### config.mk
export PLATFORM = sky130hd
export DESIGN_NAME = bdts_claim
export DESIGN_NICKNAME = d
export VERILOG_FILES = /design/src/rtl/bdts_pkg.sv /design/src/rtl/bdts_claim.sv
export SDC_FILE = /design/constraint.sdc
export NUM_CORES = 1
export LEC_CHECK = 0
export BUFFER_PORTS_ARGS = -buffer_cell sky130_fd_sc_hd__buf_2
export CORE_UTILIZATION = 61
export DETAILED_ROUTE_END_ITERATION = 6
export HOLD_SLACK_MARGIN = 0.1
export PLACE_DENSITY = 0.85
export SYNTH_ARGS = -nofsm -noshare
export SYNTH_HDL_FRONTEND = slang
export SYNTH_SLANG_ARGS = --single-unit
### constraint.sdc
create_clock -name clk -period 2.5 [get_ports clk]
set_input_delay 0.25 -clock clk [delete_from_list [all_inputs] [get_ports clk]]
set_output_delay 0.25 -clock clk [all_outputs]
set_load 0.02 [all_outputs]
### src/rtl/bdts_pkg.sv
// Shared types, constants and helpers for the disjoint track selector.
`default_nettype none

package bdts_pkg;

    localparam int unsigned MAX_TRACKS_DEF         = 64;
    localparam int unsigned PLANES_DEF             = 6;
    localparam int unsigned CLUSTERS_PER_PLANE_DEF = 16;
    localparam int unsigned IN_PLANES              = 6;

    typedef struct packed {
        logic [31:0]                score;
        logic [IN_PLANES-1:0]       plane_mask;
        logic [3:0]                 cluster_p0;
        logic [3:0]                 cluster_p1;
        logic [3:0]                 cluster_p2;
        logic [3:0]                 cluster_p3;
        logic [3:0]                 cluster_p4;
        logic [3:0]                 cluster_p5;
        logic                       last_candidate;
    } in_req_t;

    typedef struct packed {
        logic [5:0]                 track_index;
        logic [31:0]                kept_score;
        logic [IN_PLANES-1:0]       kept_mask;
        logic                       last_kept;
        logic                       dropped;
    } out_req_t;

    // One stored candidate as it moves along the sorting chain.
    typedef struct packed {
        logic [31:0]                score;
        logic [IN_PLANES-1:0]       mask;
        logic [IN_PLANES-1:0][3:0]  clusters;
        logic [5:0]                 arrival;
    } entry_t;

    typedef struct packed {
        logic insert;
        logic shift;
    } cell_cmd_t;

    typedef enum logic {
        ST_LOAD,
        ST_SCAN
    } state_t;

    // Reduces a 4-bit cluster index modulo the number of clusters per plane.
    function automatic logic [3:0] clus_mod(input logic [3:0] v, input int unsigned m);
        logic [3:0] r;
        r = v;
        for (int k = 0; k < 8; k++) begin
            if ({28'd0, r} >= m) begin
                r = r - 4'(m);
            end
        end
        return r;
    endfunction

endpackage

`default_nettype wire

### src/rtl/bdts_claim.sv
// Per-plane used-cluster bitmaps with clash check and claim.
`default_nettype none

module bdts_claim
    import bdts_pkg::*;
#(
    parameter int unsigned PLANES             = PLANES_DEF,
    parameter int unsigned CLUSTERS_PER_PLANE = CLUSTERS_PER_PLANE_DEF
)
(
    input  wire logic   clk,
    input  wire logic   rst_n,
    input  wire entry_t head,
    input  wire logic   claim,
    input  wire logic   clear,
    output logic        clash
);

    localparam int unsigned NP     = (PLANES < IN_PLANES) ? PLANES : IN_PLANES;
    localparam int unsigned CIDX_W = $clog2(CLUSTERS_PER_PLANE);

    logic [PLANES-1:0][CLUSTERS_PER_PLANE-1:0] used_reg, used_next;
    logic [NP-1:0][CIDX_W-1:0]                 idx;

    always_comb
    begin
        for (int p = 0; p < NP; p++) begin
            idx[p] = CIDX_W'(clus_mod(head.clusters[p], CLUSTERS_PER_PLANE));
        end
    end

    always_comb
    begin
        clash = 1'b0;
        for (int p = 0; p < NP; p++) begin
            if (head.mask[p] && used_reg[p][idx[p]]) begin
                clash = 1'b1;
            end
        end
    end

    always_comb
    begin
        used_next = used_reg;
        if (clear) begin
            used_next = '0;
        end else if (claim) begin
            for (int p = 0; p < NP; p++) begin
                if (head.mask[p]) begin
                    used_next[p][idx[p]] = 1'b1;
                end
            end
        end
    end

    always_ff @(posedge clk or negedge rst_n)
    begin
        if (!rst_n) begin
            used_reg <= '0;
        end else begin
            used_reg <= used_next;
        end
    end

endmodule

`default_nettype wire

Yosys cells after proc, flatten, opt, wreduce, memory -nomap -nowiden --
Cells that the tools add are included.
Word-level totals: bits in registers 96, output and inout port bits 1
Operators by class: $lt $le $gt $ge 12, multiplexer cells 38, bitwise logic cells 6, reduce and logical (&&, ||, !) cells 25
Operator list (count):
- 2-to-1 mux 96 bit | 2
- 2-to-1 mux 16 bit | 6
- OR 16 bit | 6
- < comparator 4 x 5 -> 1 bit, second input constant | 6
- binary-select mux 1 bit (select 4 bit) | 6
- demux 1 bit (select 4 bit) | 6
- >= comparator 4 x 1 -> 1 bit, second input constant | 6
- 2-to-1 mux 1 bit | 18
- nonzero test 2 bit | 7
- logical AND 1 bit | 12
- AND reduction 2 bit | 6

Depth between registers and ports, before layout --
depth after elaboration 9, mapped depth 6

Worst setup path before layout --
No wires, ideal clock.
kind input-to-output, start input head[19] (netlist name), end output clash, arrival 1515 ps, path slack 735 ps, cell stages on the path 6, cell sequence buf_2 mux4_2 a32oi_1 o31ai_1 nor4_1 nand2_1
On the way: cells in the longest elaborated chain, start to end 6
RTL lines:
- start, declared | RTL line bdts_claim.sv:13 | input wire entry_t head,
- binary-select mux 1 bit (select 4 bit) | RTL line bdts_claim.sv:36 | if (head.mask[p] && used_reg[p][idx[p]]) begin
- 2-to-1 mux 1 bit (not written as such) | RTL line bdts_claim.sv:36
- logical AND 1 bit | RTL line bdts_claim.sv:36
- 2-to-1 mux 1 bit (3 in series) | RTL line bdts_claim.sv:36
- end, declared | RTL line bdts_claim.sv:16 | output logic clash
Every way passes these cells. The select of a mux whose other input is x is not followed.

Worst setup path after layout --
start register used_reg[31] (netlist name), end output clash
On the way: cells in the longest elaborated chain, start to end 8
RTL lines:
- start, declared | RTL line bdts_claim.sv:22 | logic [PLANES-1:0][CLUSTERS_PER_PLANE-1:0] used_reg, used_next;
- start signal, assigned | RTL line bdts_claim.sv:61 | used_reg <= used_next;
- binary-select mux 1 bit (select 4 bit) | RTL line bdts_claim.sv:36
- 2-to-1 mux 1 bit (not written as such) | RTL line bdts_claim.sv:36
- logical AND 1 bit | RTL line bdts_claim.sv:36
- 2-to-1 mux 1 bit (5 in series) | RTL line bdts_claim.sv:36
Every way passes these cells. The select of a mux whose other input is x is not followed.

==> impl_metrics.tcl <==
set metrics [dict create \
    netlist_area_um2 4560 \
    clk_pin_slew_ns 0.10 \
    rsz0062_at_grt "false" \
    largest_register_ffs 96 \
    insertion_delay_ns 0.37 \
    end_kind "primary output" \
    yosysSeqAreaShare_pct 52.7 \
    num_antenna_cells 0 \
    syn_avg_cell_area_um2 9.95 \
    relSlewSlack_pct 59.6 \
    core_um2 7250 \
    required_ns 2.25 \
    whs_ns 0.239 \
    path_buf_inv 1 \
    powerDensity_nw_per_um2 584 \
    static-leakage-power_nw 2.30 \
    clock_skew_ns 0 \
    hold_path.class "in2reg" \
    synth_nets 530 \
    fmax_ghz 0.418 \
    drtIter0Drc 353 \
    nets 548 \
    placed_area_um2 4750 \
    routabilityCongestion 0.883 \
    synthFlopType "dfrtp_1" \
    dpl.cell_count 563 \
    postLayoutSetupSlackWorst_ns 0.106 \
    worstPathArrival_ns 2.14 \
    cts_inserted_buffers 9 \
    fin_area_um2 4990 \
    pre_cts_ws_ns 0.338 \
    maxCapViolations 0 \
    placementRows 31 \
    timing.final.max_slew_violations 0 \
    yosys_warnings 0 \
    viasPerCell 6.22 \
    ys_types 35 \
    syn2layout_area_growth_pct 9.50 \
    grt_pass1_vias 3378 \
    setup_viol_count_final 0 \
    ant_nets 0 \
    layout-drive-gt1-share_pct 17.0 \
    synth_seq_cells 96 \
    synth_edf_count 0 \
    dpl.hpwl_um 6620 \
    crit_chain "mux4_2, mux2i_1, o22ai_1, nor4_2, nand2_1, buf_2" \
    timing.reg2reg.setup_slack_ns 1.74 \
    dr.pass1.iters 5 \
    vias 3605 \
    slowest_delay_ns 0.49 \
    finalCritPeriodShare_pct 95.8 \
    drt-total-wl_um 9580 \
    min_period_ns 2.39 \
    io_buffers 34 \
    peakVddDrop_mv 0.419 \
    layout_commonest_cell "nor2_1" \
    status "completed" \
    die_width_um 88.4 \
    grt.overflow.total 0 \
    crit_family "multiplexers" \
    worst_pin_slew_ns 0.606 \
    async_flop_share_pct 100 \
    finalHoldViolCount 0 \
    cp_max_fo 2 \
    grt_pass1_wl_um 15500 \
    power.total_mw 2.92 \
    htreeDepth 3 \
    clockBufferDepth 2 \
    syn_inst 458 \
    cts_tree "done" \
    most-common-layout-cells "109 x nor2_1, 96 x dfrtp_1, 68 x a21oi_1" \
    wire_per_inst_um 16.5 \
    cts-root-buf "clkbuf_8" \
    grt_use_total_pct 26.3 \
    die_area_um2 7820 \
    pin_count 73 \
    start_kind "flip-flop" \
    setup_tns_ns 0 \
    path_class "reg2out" \
    cp_slowest_cell "mux4_2" \
    finalNonFillerCells 580 \
    fin_util_pct 68.8 \
    initial_core_util_pct 62.8 \
    drcViolationCount 0 \
    grt_start_max_net_pins 49 \
    die_y_um 88.4 \
    grt_antenna_before_repair 0 \
    clock-sinks 96 \
]
## tightest hold or removal path, stage by stage
cell and delay [ns]:
buf_2 0.15, a31oi_1 0.14, nor2_1 0.04
## final timing paths
kind                                           from                       end  depth (start not counted)
min reg2reg                used_reg[70]$_DFFE_PN0P_  used_reg[70]$_DFFE_PN0P_                          2
min                                        head[21]  used_reg[61]$_DFFE_PN0P_                          3
max reg2reg                used_reg[91]$_DFFE_PN0P_  used_reg[91]$_DFFE_PN0P_                          2
min in group asynchronous                     rst_n  used_reg[76]$_DFFE_PN0P_                          2
max in group asynchronous                     rst_n  used_reg[32]$_DFFE_PN0P_                          3
max                        used_reg[31]$_DFFE_PN0P_                     clash                          6
## Yosys cell counts, drive strengths merged, types with 2 or more instances
cell | number | area share (%)
buf | 14 | 1.8
mux4 | 18 | 8.9
nor3b | 5 | 0.82
inv | 10 | 0.82
nor3 | 19 | 2.1
a31oi | 28 | 3.8
nor2b | 12 | 1.6
clkbuf | 18 | 1.5
dfrtp | 96 | 53
and3 | 2 | 0.27
nand2 | 15 | 1.2
nor4 | 2 | 0.27
and4 | 2 | 0.38
mux2 | 7 | 1.7
a21oi | 68 | 7.5
mux2i | 8 | 1.8
nand3 | 5 | 0.55
o22ai | 4 | 0.55
nor2 | 109 | 9.0
nand2b | 4 | 0.55
## final cells by class
cell class	count	area, um2
clock buffer	9	124
inverter	10	37.5
multi-input combinational	320	1990
tap	99	124
timing repair buffer	39	225
fill	546	2260
clock inverter	7	83.8
sequential	96	2400
## power by group
part	internal, mW	switching, mW
Sequential	1.57	0.0102
Combinational	0.0908	0.188
Clock	0.482	0.575
Total	2.14	0.773
## metal layers
metal | vias up | track usage [%] | part of all wire, %
li1 | 1658 | - | -
met2 | 127 | 42.0 | 50
met3 | 30 | 6.53 | 5.6
met1 | 1790 | 34.4 | 42
met4 | 0 | 12.0 | 2.5
met5 | - | 0 | 0
## cell families (layout without fill, tap and decap cells)
| logic type | count (synthesis) | in the layout | share of synthesized area, % |
|---|---|---|---|
| AOI/OAI and AO/OA | 107 | 107 | 13.2 |
| muxes | 33 | 33 | 12.4 |
| buffers and inverters | 42 | 65 | 4.06 |
| and+or+nand+nor | 180 | 180 | 17.7 |
| DFF | 96 | 96 | 52.7 |
## what timing repair did
action                                  in CTS  in global routing
buffers inserted                             0                  0
resized for setup                            0                  4
endpoints found under the hold margin       46                  0
endpoints found under the setup margin       0                  1
hold buffers                                 1                  0
Power figures use the tool's default switching activity.
