**config.mk**
```make
export PLATFORM = sky130hd
export DESIGN_NAME = bdts_cell
export DESIGN_NICKNAME = d
export VERILOG_FILES = /design/src/rtl/bdts_pkg.sv /design/src/rtl/bdts_cell.sv
export SDC_FILE = /design/constraint.sdc
export NUM_CORES = 1
export LEC_CHECK = 0
export BUFFER_PORTS_ARGS = -buffer_cell sky130_fd_sc_hd__buf_2
export CORE_MARGIN = 8
export CORE_UTILIZATION = 47
export CTS_CLUSTER_SIZE = 10
export DETAILED_ROUTE_END_ITERATION = 12
export PLACE_DENSITY = 0.87
export SYNTH_ARGS = -nofsm -noshare
export SYNTH_HDL_FRONTEND = slang
export SYNTH_SLANG_ARGS = --single-unit
```
**constraint.sdc**
```tcl
create_clock -name clk -period 8.3 [get_ports clk]
set_input_delay 0.83 -clock clk [delete_from_list [all_inputs] [get_ports clk]]
set_output_delay 0.83 -clock clk [all_outputs]
set_load 0.02 [all_outputs]
```
**src/rtl/bdts_pkg.sv**
```systemverilog
// Shared types, constants and helpers for the disjoint track selector.
`default_nettype none

package bdts_pkg;

    localparam int unsigned MAX_TRACKS_DEF         = 64;
    localparam int unsigned PLANES_DEF             = 6;
    localparam int unsigned CLUSTERS_PER_PLANE_DEF = 16;
    localparam int unsigned IN_PLANES              = 6;

    typedef struct packed {
        logic [31:0]                score;
        logic [IN_PLANES-1:0]       plane_mask;
        logic [3:0]                 cluster_p0;
        logic [3:0]                 cluster_p1;
        logic [3:0]                 cluster_p2;
        logic [3:0]                 cluster_p3;
        logic [3:0]                 cluster_p4;
        logic [3:0]                 cluster_p5;
        logic                       last_candidate;
    } in_req_t;

    typedef struct packed {
        logic [5:0]                 track_index;
        logic [31:0]                kept_score;
        logic [IN_PLANES-1:0]       kept_mask;
        logic                       last_kept;
        logic                       dropped;
    } out_req_t;

    // One stored candidate as it moves along the sorting chain.
    typedef struct packed {
        logic [31:0]                score;
        logic [IN_PLANES-1:0]       mask;
        logic [IN_PLANES-1:0][3:0]  clusters;
        logic [5:0]                 arrival;
    } entry_t;

    typedef struct packed {
        logic insert;
        logic shift;
    } cell_cmd_t;

    typedef enum logic {
        ST_LOAD,
        ST_SCAN
    } state_t;

    // Reduces a 4-bit cluster index modulo the number of clusters per plane.
    function automatic logic [3:0] clus_mod(input logic [3:0] v, input int unsigned m);
        logic [3:0] r;
        r = v;
        for (int k = 0; k < 8; k++) begin
            if ({28'd0, r} >= m) begin
                r = r - 4'(m);
            end
        end
        return r;
    endfunction

endpackage

`default_nettype wire

```
**src/rtl/bdts_cell.sv**
```systemverilog
// One cell of the insertion sorting chain, holding a single candidate.
`default_nettype none

module bdts_cell
    import bdts_pkg::*;
(
    input  wire logic      clk,
    input  wire logic      rst_n,
    input  wire cell_cmd_t cmd,
    input  wire entry_t    new_entry,
    input  wire entry_t    left_entry,
    input  wire logic      left_valid,
    input  wire logic      left_after,
    input  wire entry_t    right_entry,
    input  wire logic      right_valid,
    output entry_t         entry,
    output logic           valid,
    output logic           after
);

    entry_t entry_reg, entry_next;
    logic   valid_reg, valid_next;

    // Equal scores stay ahead of the newcomer, which keeps arrival order.
    assign after = valid_reg && (entry_reg.score <= new_entry.score);

    always_comb
    begin
        entry_next = entry_reg;
        valid_next = valid_reg;
        if (cmd.insert && !after) begin
            if (left_after) begin
                entry_next = new_entry;
                valid_next = 1'b1;
            end else begin
                entry_next = left_entry;
                valid_next = left_valid;
            end
        end else if (cmd.shift) begin
            entry_next = right_entry;
            valid_next = right_valid;
        end
    end

    always_ff @(posedge clk or negedge rst_n)
    begin
        if (!rst_n) begin
            valid_reg <= 1'b0;
        end else begin
            valid_reg <= valid_next;
        end
    end

    always_ff @(posedge clk)
    begin
        entry_reg <= entry_next;
    end

    assign entry = entry_reg;
    assign valid = valid_reg;

endmodule

`default_nettype wire

```
# After elaboration in Yosys (flattened, before gate mapping)
# Cells that the tools add are included.
[word_totals] reg_bits=69 latch_bits=0 ram_bits=0 romBits=0 in_bits=211 output_inout_bits=70 wordCells=21 n_memories=0
[classes] addsub=0 multipliers=0 n_div=0 order_cmp=1 n_eq_ne=0 shift=0 mux=6 n_bitwise=0 n_reduce_logical=4
[op_table] cell="$mux W68" count=3
[op_table] cell="$le A32 B32 Y1" count=1
[op_table] cell="$mux W1" count=3
[op_table] cell="$logic_and A1 B1 Y1" count=2
[op_table] cell="$reduce_bool A2 Y1" count=1
[op_table] cell="$logic_not A1 Y1" count=1

# Depth between registers and ports, before layout
# Gate-level depths: netlist of run 1.
[depth] depth_word=5 depth_mapped=11 ltp_nobuf=8

# Worst setup path before layout of run 1
# Ideal clock, no wire load.
[synth_path] path_type="input to register" start="in new_entry[50] in the netlist's numbering" end="reg entry_reg (netlist bit entry[0]), enable pin" setup_time_ns=0.430 t_arrival_ns=4.066 t_required_ns=7.870 setup_slack_ns=3.804 path_stages=11 path_buffers=3 path_cell_list="inv_1 -> ha_1 -> nand4_1 -> nor4_1 -> a21boi_0 -> o31a_1 -> o31a_1 -> buf_6 -> buf_6 -> buf_6 -> or2_1"
[synth_via] elab_chain_cells=5
[synth_rtl] element="from (decl)" line_no="bdts_cell.sv:10" source="input wire entry_t new_entry,"
[synth_rtl] element="$le A32 B32 Y1" line_no="bdts_cell.sv:25" source="assign after = valid_reg && (entry_reg.score <= new_entry.score);"
[synth_rtl] element="$logic_and A1 B1 Y1" line_no="bdts_cell.sv:25"
[synth_rtl] element="$logic_not A1 Y1" line_no="bdts_cell.sv:31" source="if (cmd.insert && !after) begin"
[synth_rtl] element="$logic_and A1 B1 Y1" line_no="bdts_cell.sv:31"
[synth_rtl] element="$reduce_bool A2 Y1 (no line)"
[synth_rtl] element="to (signal assigned)" line_no="bdts_cell.sv:56" source="entry_reg <= entry_next;"
[synth_rtl] element="to (decl)" line_no="bdts_cell.sv:21" source="entry_t entry_reg, entry_next;"
# Every way passes these cells.
# A chain may end at the register's enable or synchronous reset.

# Worst setup path in the final report of run 1
[layout_path] start="in new_entry[50] in the netlist's numbering" end="out after"
[layout_via] elab_chain_cells=2
[layout_rtl] element="$le A32 B32 Y1" line_no="bdts_cell.sv:25"
[layout_rtl] element="$logic_and A1 B1 Y1" line_no="bdts_cell.sv:25"
[layout_rtl] element="to (decl)" line_no="bdts_cell.sv:18" source="output logic after"
# Every way passes these cells.

==> impl_metrics.json, run 1 <==
{
  "syn-num-nets": 625,
  "p_leak_nw": 2.968,
  "synth-seq-area-share_pct": 45.53,
  "rsz0062_at_grt": "false",
  "nets": 899,
  "slew_viol_final": 0,
  "period_minus_slack_ps": 3662,
  "dieArea_um2": 13060,
  "drt-total-wl_mm": 14.84,
  "synth.distinct_cells": 33,
  "post-route-util_pct": 64.37,
  "grt_overflow": 0,
  "finalHoldViolations": 0,
  "drt_pre_antenna_iters": 4,
  "cts_buffer_depth": 2,
  "vias_per_cell": 5.130,
  "synth_cells": 382,
  "crit_path_start_kind": "primary input",
  "grt_pass1_wl_mm": 22.51,
  "critPathKind": "in2out",
  "drcViolationCount": 0,
  "clk_latency_ps": 340,
  "cp-end-kind": "output port",
  "cap_violations": 0,
  "finClkSkew_ps": 8.572,
  "r2r-end": "entry[14]",
  "drt_iter0_drc": 230,
  "period_share_pct": 44.12,
  "wl_per_cell_um": 18.69,
  "fp-row-count": 36,
  "path_clk_slew_ps": 70,
  "tns_ps": 0,
  "fin_ws_ps": 4638,
  "r2r_start": "entry[50]",
  "first_global_vias": 4569,
  "grt_usage_pct": 22.14,
  "cts_root_buf": "clkbuf_8",
  "largest_reg_flops": 68,
  "cts_buffers": 9,
  "holdWs_ps": 260.1,
  "io_buffer_count": 280,
  "clock_sinks": 69,
  "tightest_slew_ps": 1077,
  "startpoint": "new_entry[50]",
  "grt_antenna_before_repair": 2,
  "required_ps": 7470,
  "cts_tree": "done",
  "start_util_pct": 47.31,
  "die_h_um": 114.3,
  "core_um2": 9594,
  "netlist_area_um2": 4539,
  "ant_nets": 0,
  "fmax_mhz": 273.1,
  "place.gp.congestion": 0.9168,
  "min_path_type": "in2async",
  "worstSetupEndpoint": "after",
  "postCtsSetupRepairBufs": 0,
  "setup_viol": 0,
  "place_ws_ps": 4318,
  "vias": 4073,
  "reg2regPathDepth": 8,
  "ys_ff_latch": 69,
  "layout-drive-gt1-share_pct": 60.61,
  "worstPathArrival_ps": 2830,
  "power_density_nw_per_um2": 179.1,
  "yosys_warnings": 0,
  "die_x_um": 114.3,
  "place.detailed.hpwl_mm": 11.89,
  "cts_resized": 0,
  "syn2layout_area_growth_pct": 36.05,
  "reg2reg_setup_slack_ps": 4920,
  "syn_area_per_cell_um2": 11.88,
  "cp_max_fo": 3,
  "hold_buffers": 0,
  "relSlewSlack_pct": 28.22,
  "io_pins": 281,
  "ir_drop_uv": 111.8,
  "htreeDepth": 3,
  "grt_max_degree": 101,
  "status": "finished clean"
}
## cells in the mapped netlist, drive strengths merged
| master | number | area share (%) |
|---|---|---|
| mux2 | 105 | 27 |
| edfxtp | 68 | 45 |
| a21oi | 45 | 5.0 |
| inv | 35 | 2.9 |
| nor2 | 33 | 2.7 |
| ha | 32 | 8.8 |
| clkbuf | 11 | 0.91 |
| buf | 8 | 1.3 |
| nand2 | 7 | 0.58 |
| o21ai | 7 | 0.77 |
| nand4 | 6 | 0.83 |
| nand3 | 4 | 0.44 |
| nor2b | 2 | 0.28 |
| nor4 | 2 | 0.28 |
| o31a | 2 | 0.39 |
| a21boi | 1 | 0.17 |
| a21o | 1 | 0.17 |
| a221o | 1 | 0.22 |
| a221oi | 1 | 0.19 |
| a311oi | 1 | 0.19 |
| and2 | 1 | 0.14 |
| and4 | 1 | 0.19 |
| dfrtp | 1 | 0.55 |
| nand2b | 1 | 0.14 |
| nor3b | 1 | 0.17 |
| o211a | 1 | 0.22 |
| o211ai | 1 | 0.17 |
| o21a | 1 | 0.17 |
| o31ai | 1 | 0.17 |
| or2 | 1 | 0.14 |
## kinds of logic after synthesis
logic type | Yosys count | synth area share (%)
multiplexers | 105 | 26.79
flip-flops | 69 | 45.53
AO/OA/AOI/OAI | 63 | 7.856
AND/OR/NAND/NOR | 59 | 5.899
buffers and inverters | 54 | 5.099
adder cells (fa/ha/maj) | 32 | 8.820
## metal layers
layer | track usage, % | part of all wire (%) | wire (um) | vias up
met1 | 20.42 | 34 | 5027 | 1887
met5 | 0 | 0.088 | 13 | -
met3 | 9.335 | 10 | 1527 | 40
met2 | 40.85 | 53 | 7818 | 190
met4 | 11.00 | 3.0 | 450 | 2
li1 | - | - | - | 1954
## cell type report
class / count / area, um2
diodes: 1 / 2.502
clock buffers: 11 / 131.4
clock inverters: 4 / 16.27
fillers: 804 / 3418
inverters: 35 / 131.4
multi-input cells: 259 / 2242
flip-flops and latches: 69 / 2067
well taps: 133 / 166.4
repair buffers: 282 / 1419
## critical path, stage by stage
cell and delay (ps):
buf_2 70, inv_1 40, ha_1 320, nand4_1 150, nor4_1 430, a21boi_0 270
o31a_1 210, o21ai_0 120, and2_1 210, buf_2 160
## how the worst min path moves through the flow
| stage | to | slack [ps] |
|---|---|---|
| floorplan | valid | 530 |
| global placement | valid | 500 |
| detailed placement | valid | 510 |
| CTS | valid | 230 |
| global route | valid | 240 |
| finish | valid | 260 |
## cell usage in the layout (no fill, tap or decap), types with 2 or more instances in the layout
master,netlist,final
buf_2,5,279
mux2_4,9,9
inv_1,35,35
nand4_1,6,6
mux2_2,96,96
ha_1,32,32
a21oi_1,44,44
nor2b_1,2,2
nor2_1,33,33
o21ai_0,7,7
clkbuf_1,11,2
buf_4,0,3
nand3_1,4,4
nand2_1,7,7
edfxtp_1,68,68
nor4_1,2,2
clkbuf_8,0,9
clkinv_1,0,3
## power by group
| part | switching (mW) | internal (mW) |
|---|---|---|
| Sequential | 0.0242 | 0.457 |
| Combinational | 0.219 | 0.178 |
| Clock | 0.123 | 0.104 |
## stage by stage
step | power, mW | cells | cell area [um2]
after global routing | 1.169 | 794 | 6176
after CTS | 1.117 | 793 | 6173
after detailed placement | 0.8879 | 778 | 6026
after global placement | 0.8714 | 778 | 6026
final | 1.106 | 794 | 6176
after floorplan | 0.7418 | 382 | 4539
Note: power is estimated with default switching activity, not from simulation.
==> run 2, diff against run 1 <==
Settings changed: CORE_UTILIZATION 47 to 44, PLACE_DENSITY 0.87 to 0.82.
Clock period 8.3 ns to 3.8 ns, I/O delays scaled along.
==> run 2 against run 1 <==
Compared with the run above: sequential cell count did not move; largest cell class unchanged; first-iteration DRC count fell by 37%; worst hold slack improved by 74 ps; highest routed layer unchanged; design area rose by 1.2%; core utilization fell by 3.0 points; final cell count rose by 0.88%; clock skew rose by 4.4 ps; critical path depth fell by 3; setup slack got worse by 3800 ps.
==> impl_metrics.json, run 2 (same netlist as run 1, synthesis figures left out) <==
{
  "rsz0062_at_grt": "false",
  "crit_path_start_kind": "flop",
  "finClkSkew_ps": 12.99,
  "drt_iter0_drc": 145,
  "tightest_slew_ps": 836.4,
  "ant_nets": 0,
  "relSlewSlack_pct": 44.24,
  "slew_viol_final": 0,
  "slowest_delay_ps": 520,
  "layout.cells.most_common": "buf_2",
  "seqCellArea_um2": 2067,
  "place.detailed.hpwl_mm": 12.05,
  "drt-total-wl_mm": 14.62,
  "grt_overflow": 0,
  "cp_top_family": "simple AND/OR/NAND/NOR gates",
  "dieArea_um2": 13820,
  "syn2layout_area_growth_pct": 37.73,
  "period_minus_slack_ps": 3005,
  "grt_antenna_before_repair": 2,
  "cap_violations": 0,
  "layout-drive-gt1-share_pct": 61.35,
  "first_global_vias": 4590,
  "tns_ps": 0,
  "finalHoldViolations": 0,
  "cts_buffer_depth": 2,
  "drcViolationCount": 0,
  "power.total_mw": 2.507,
  "layout_common_cells": "buf_2, mux2_2, edfxtp_1",
  "core_um2": 10180,
  "die_h_um": 117.6,
  "io_buffer_count": 280,
  "worstPathArrival_ps": 3090,
  "cp_max_fo": 37,
  "cp_cell_sequence": "ha_1, nand4_1, nor4_1, o31a_1, o31a_2, buf_4, mux2_2",
  "htreeDepth": 3,
  "place.gp.congestion": 0.9272,
  "fmax_mhz": 332.7,
  "critPathKind": "reg2reg",
  "vias_per_cell": 5.064,
  "setup_viol": 0,
  "nets": 903,
  "multi_input_area_um2": 2242,
  "postCtsSetupRepairBufs": 0,
  "io_pins": 281,
  "clk_latency_ps": 340,
  "fillers": 853,
  "cts_buffers": 9,
  "fp-row-count": 37,
  "path_clk_slew_ps": 80,
  "grt_usage_pct": 20.72,
  "cts_tree": "done",
  "cts_root_buf": "clkbuf_8",
  "cts_resized": 0,
  "holdWs_ps": 334.3,
  "power_density_nw_per_um2": 401.0,
  "ir_drop_uv": 198.0,
  "min_path_type": "in2async",
  "vias": 4056,
  "start_util_pct": 44.57,
  "largest_reg_flops": 68,
  "required_ps": 3890,
  "period_share_pct": 79.09,
  "grt_max_degree": 77,
  "hold_buffers": 1,
  "grt_pass1_wl_mm": 23.31,
  "clock_sinks": 69,
  "status": "finished clean",
  "p_leak_nw": 3.000,
  "die_x_um": 117.6,
  "wl_per_cell_um": 18.26,
  "cp-end-kind": "flop",
  "drt_pre_antenna_iters": 4,
  "cp_slowest_cell": "nor4_1",
  "insertedDiodeCount": 0,
  "worst-path-buf-inv": 1
}
==> run 2: cell count changes in the layout (fill, tap and decap cells not counted) <==
cell / change
buf_4: +3
clkinvlp_4: +3
clkbuf_1: -2
clkinv_1: -2
bufinv_16: +1
clkinv_2: +1
diode_2: -1
dlygate4sd3_1: +1
==> run 2: layout make-up <==
type,count,share of cell area [%]
multi-input cells,259,35.86
well taps,136,2.722
inverters,35,2.101
repair buffers,286,23.21
flip-flops and latches,69,33.06
clock buffers,9,1.981
clock inverters,7,1.061
==> run 2: final timing paths <==
path / from / to / slack, ps / cells after the start
max: entry[66] / entry[26] / 790 / 7
min: rst_n / valid / 330 / 2
max reg2reg: entry[66] / entry[26] / 790 / 7
min reg2reg: valid / valid / 550 / 1
max in group asynchronous: rst_n / valid / 3380 / 2
min in group clk: right_entry[4] / entry[4] / 330 / 2
==> run 2: per-layer routing <==
layer  track usage (%)  routed length (um)  vias to the layer above
met4             7.686                 333                        4
met5                 0                  27                        -
met3             9.880                1537                       30
met2             37.41                7481                      199
li1                  -                   -                     1959
met1             20.09                5243                     1864
==> run 2: worst register-to-register path: cells and delay by family (launching register included) <==
family          cells  cell delay (ps)
compound gates      2              430
fa+ha+maj           1              330
buf+inv             1              440
flops               1              410
mux                 1              440
simple gates        2              700
==> run 2: power breakdown <==
| part | total (mW) | switching (mW) | internal, mW |
|---|---|---|---|
| logic | 0.868 | 0.477 | 0.392 |
| registers | 1.05 | 0.0558 | 0.998 |
| clock network | 0.586 | 0.287 | 0.298 |
| total | 2.51 | 0.820 | 1.69 |
==> run 2: per-stage QoR <==
step                      utilization, %  worst slack, ps  cells  area, um2
after CTS                          61.39            772.4    801       6252
after global routing               61.39            525.3    801       6252
after detailed placement           59.42            688.9    784       6052
after floorplan                        -            317.3    382       4539
final                              61.39            794.6    801       6252
after global placement             59.42            743.3    784       6052
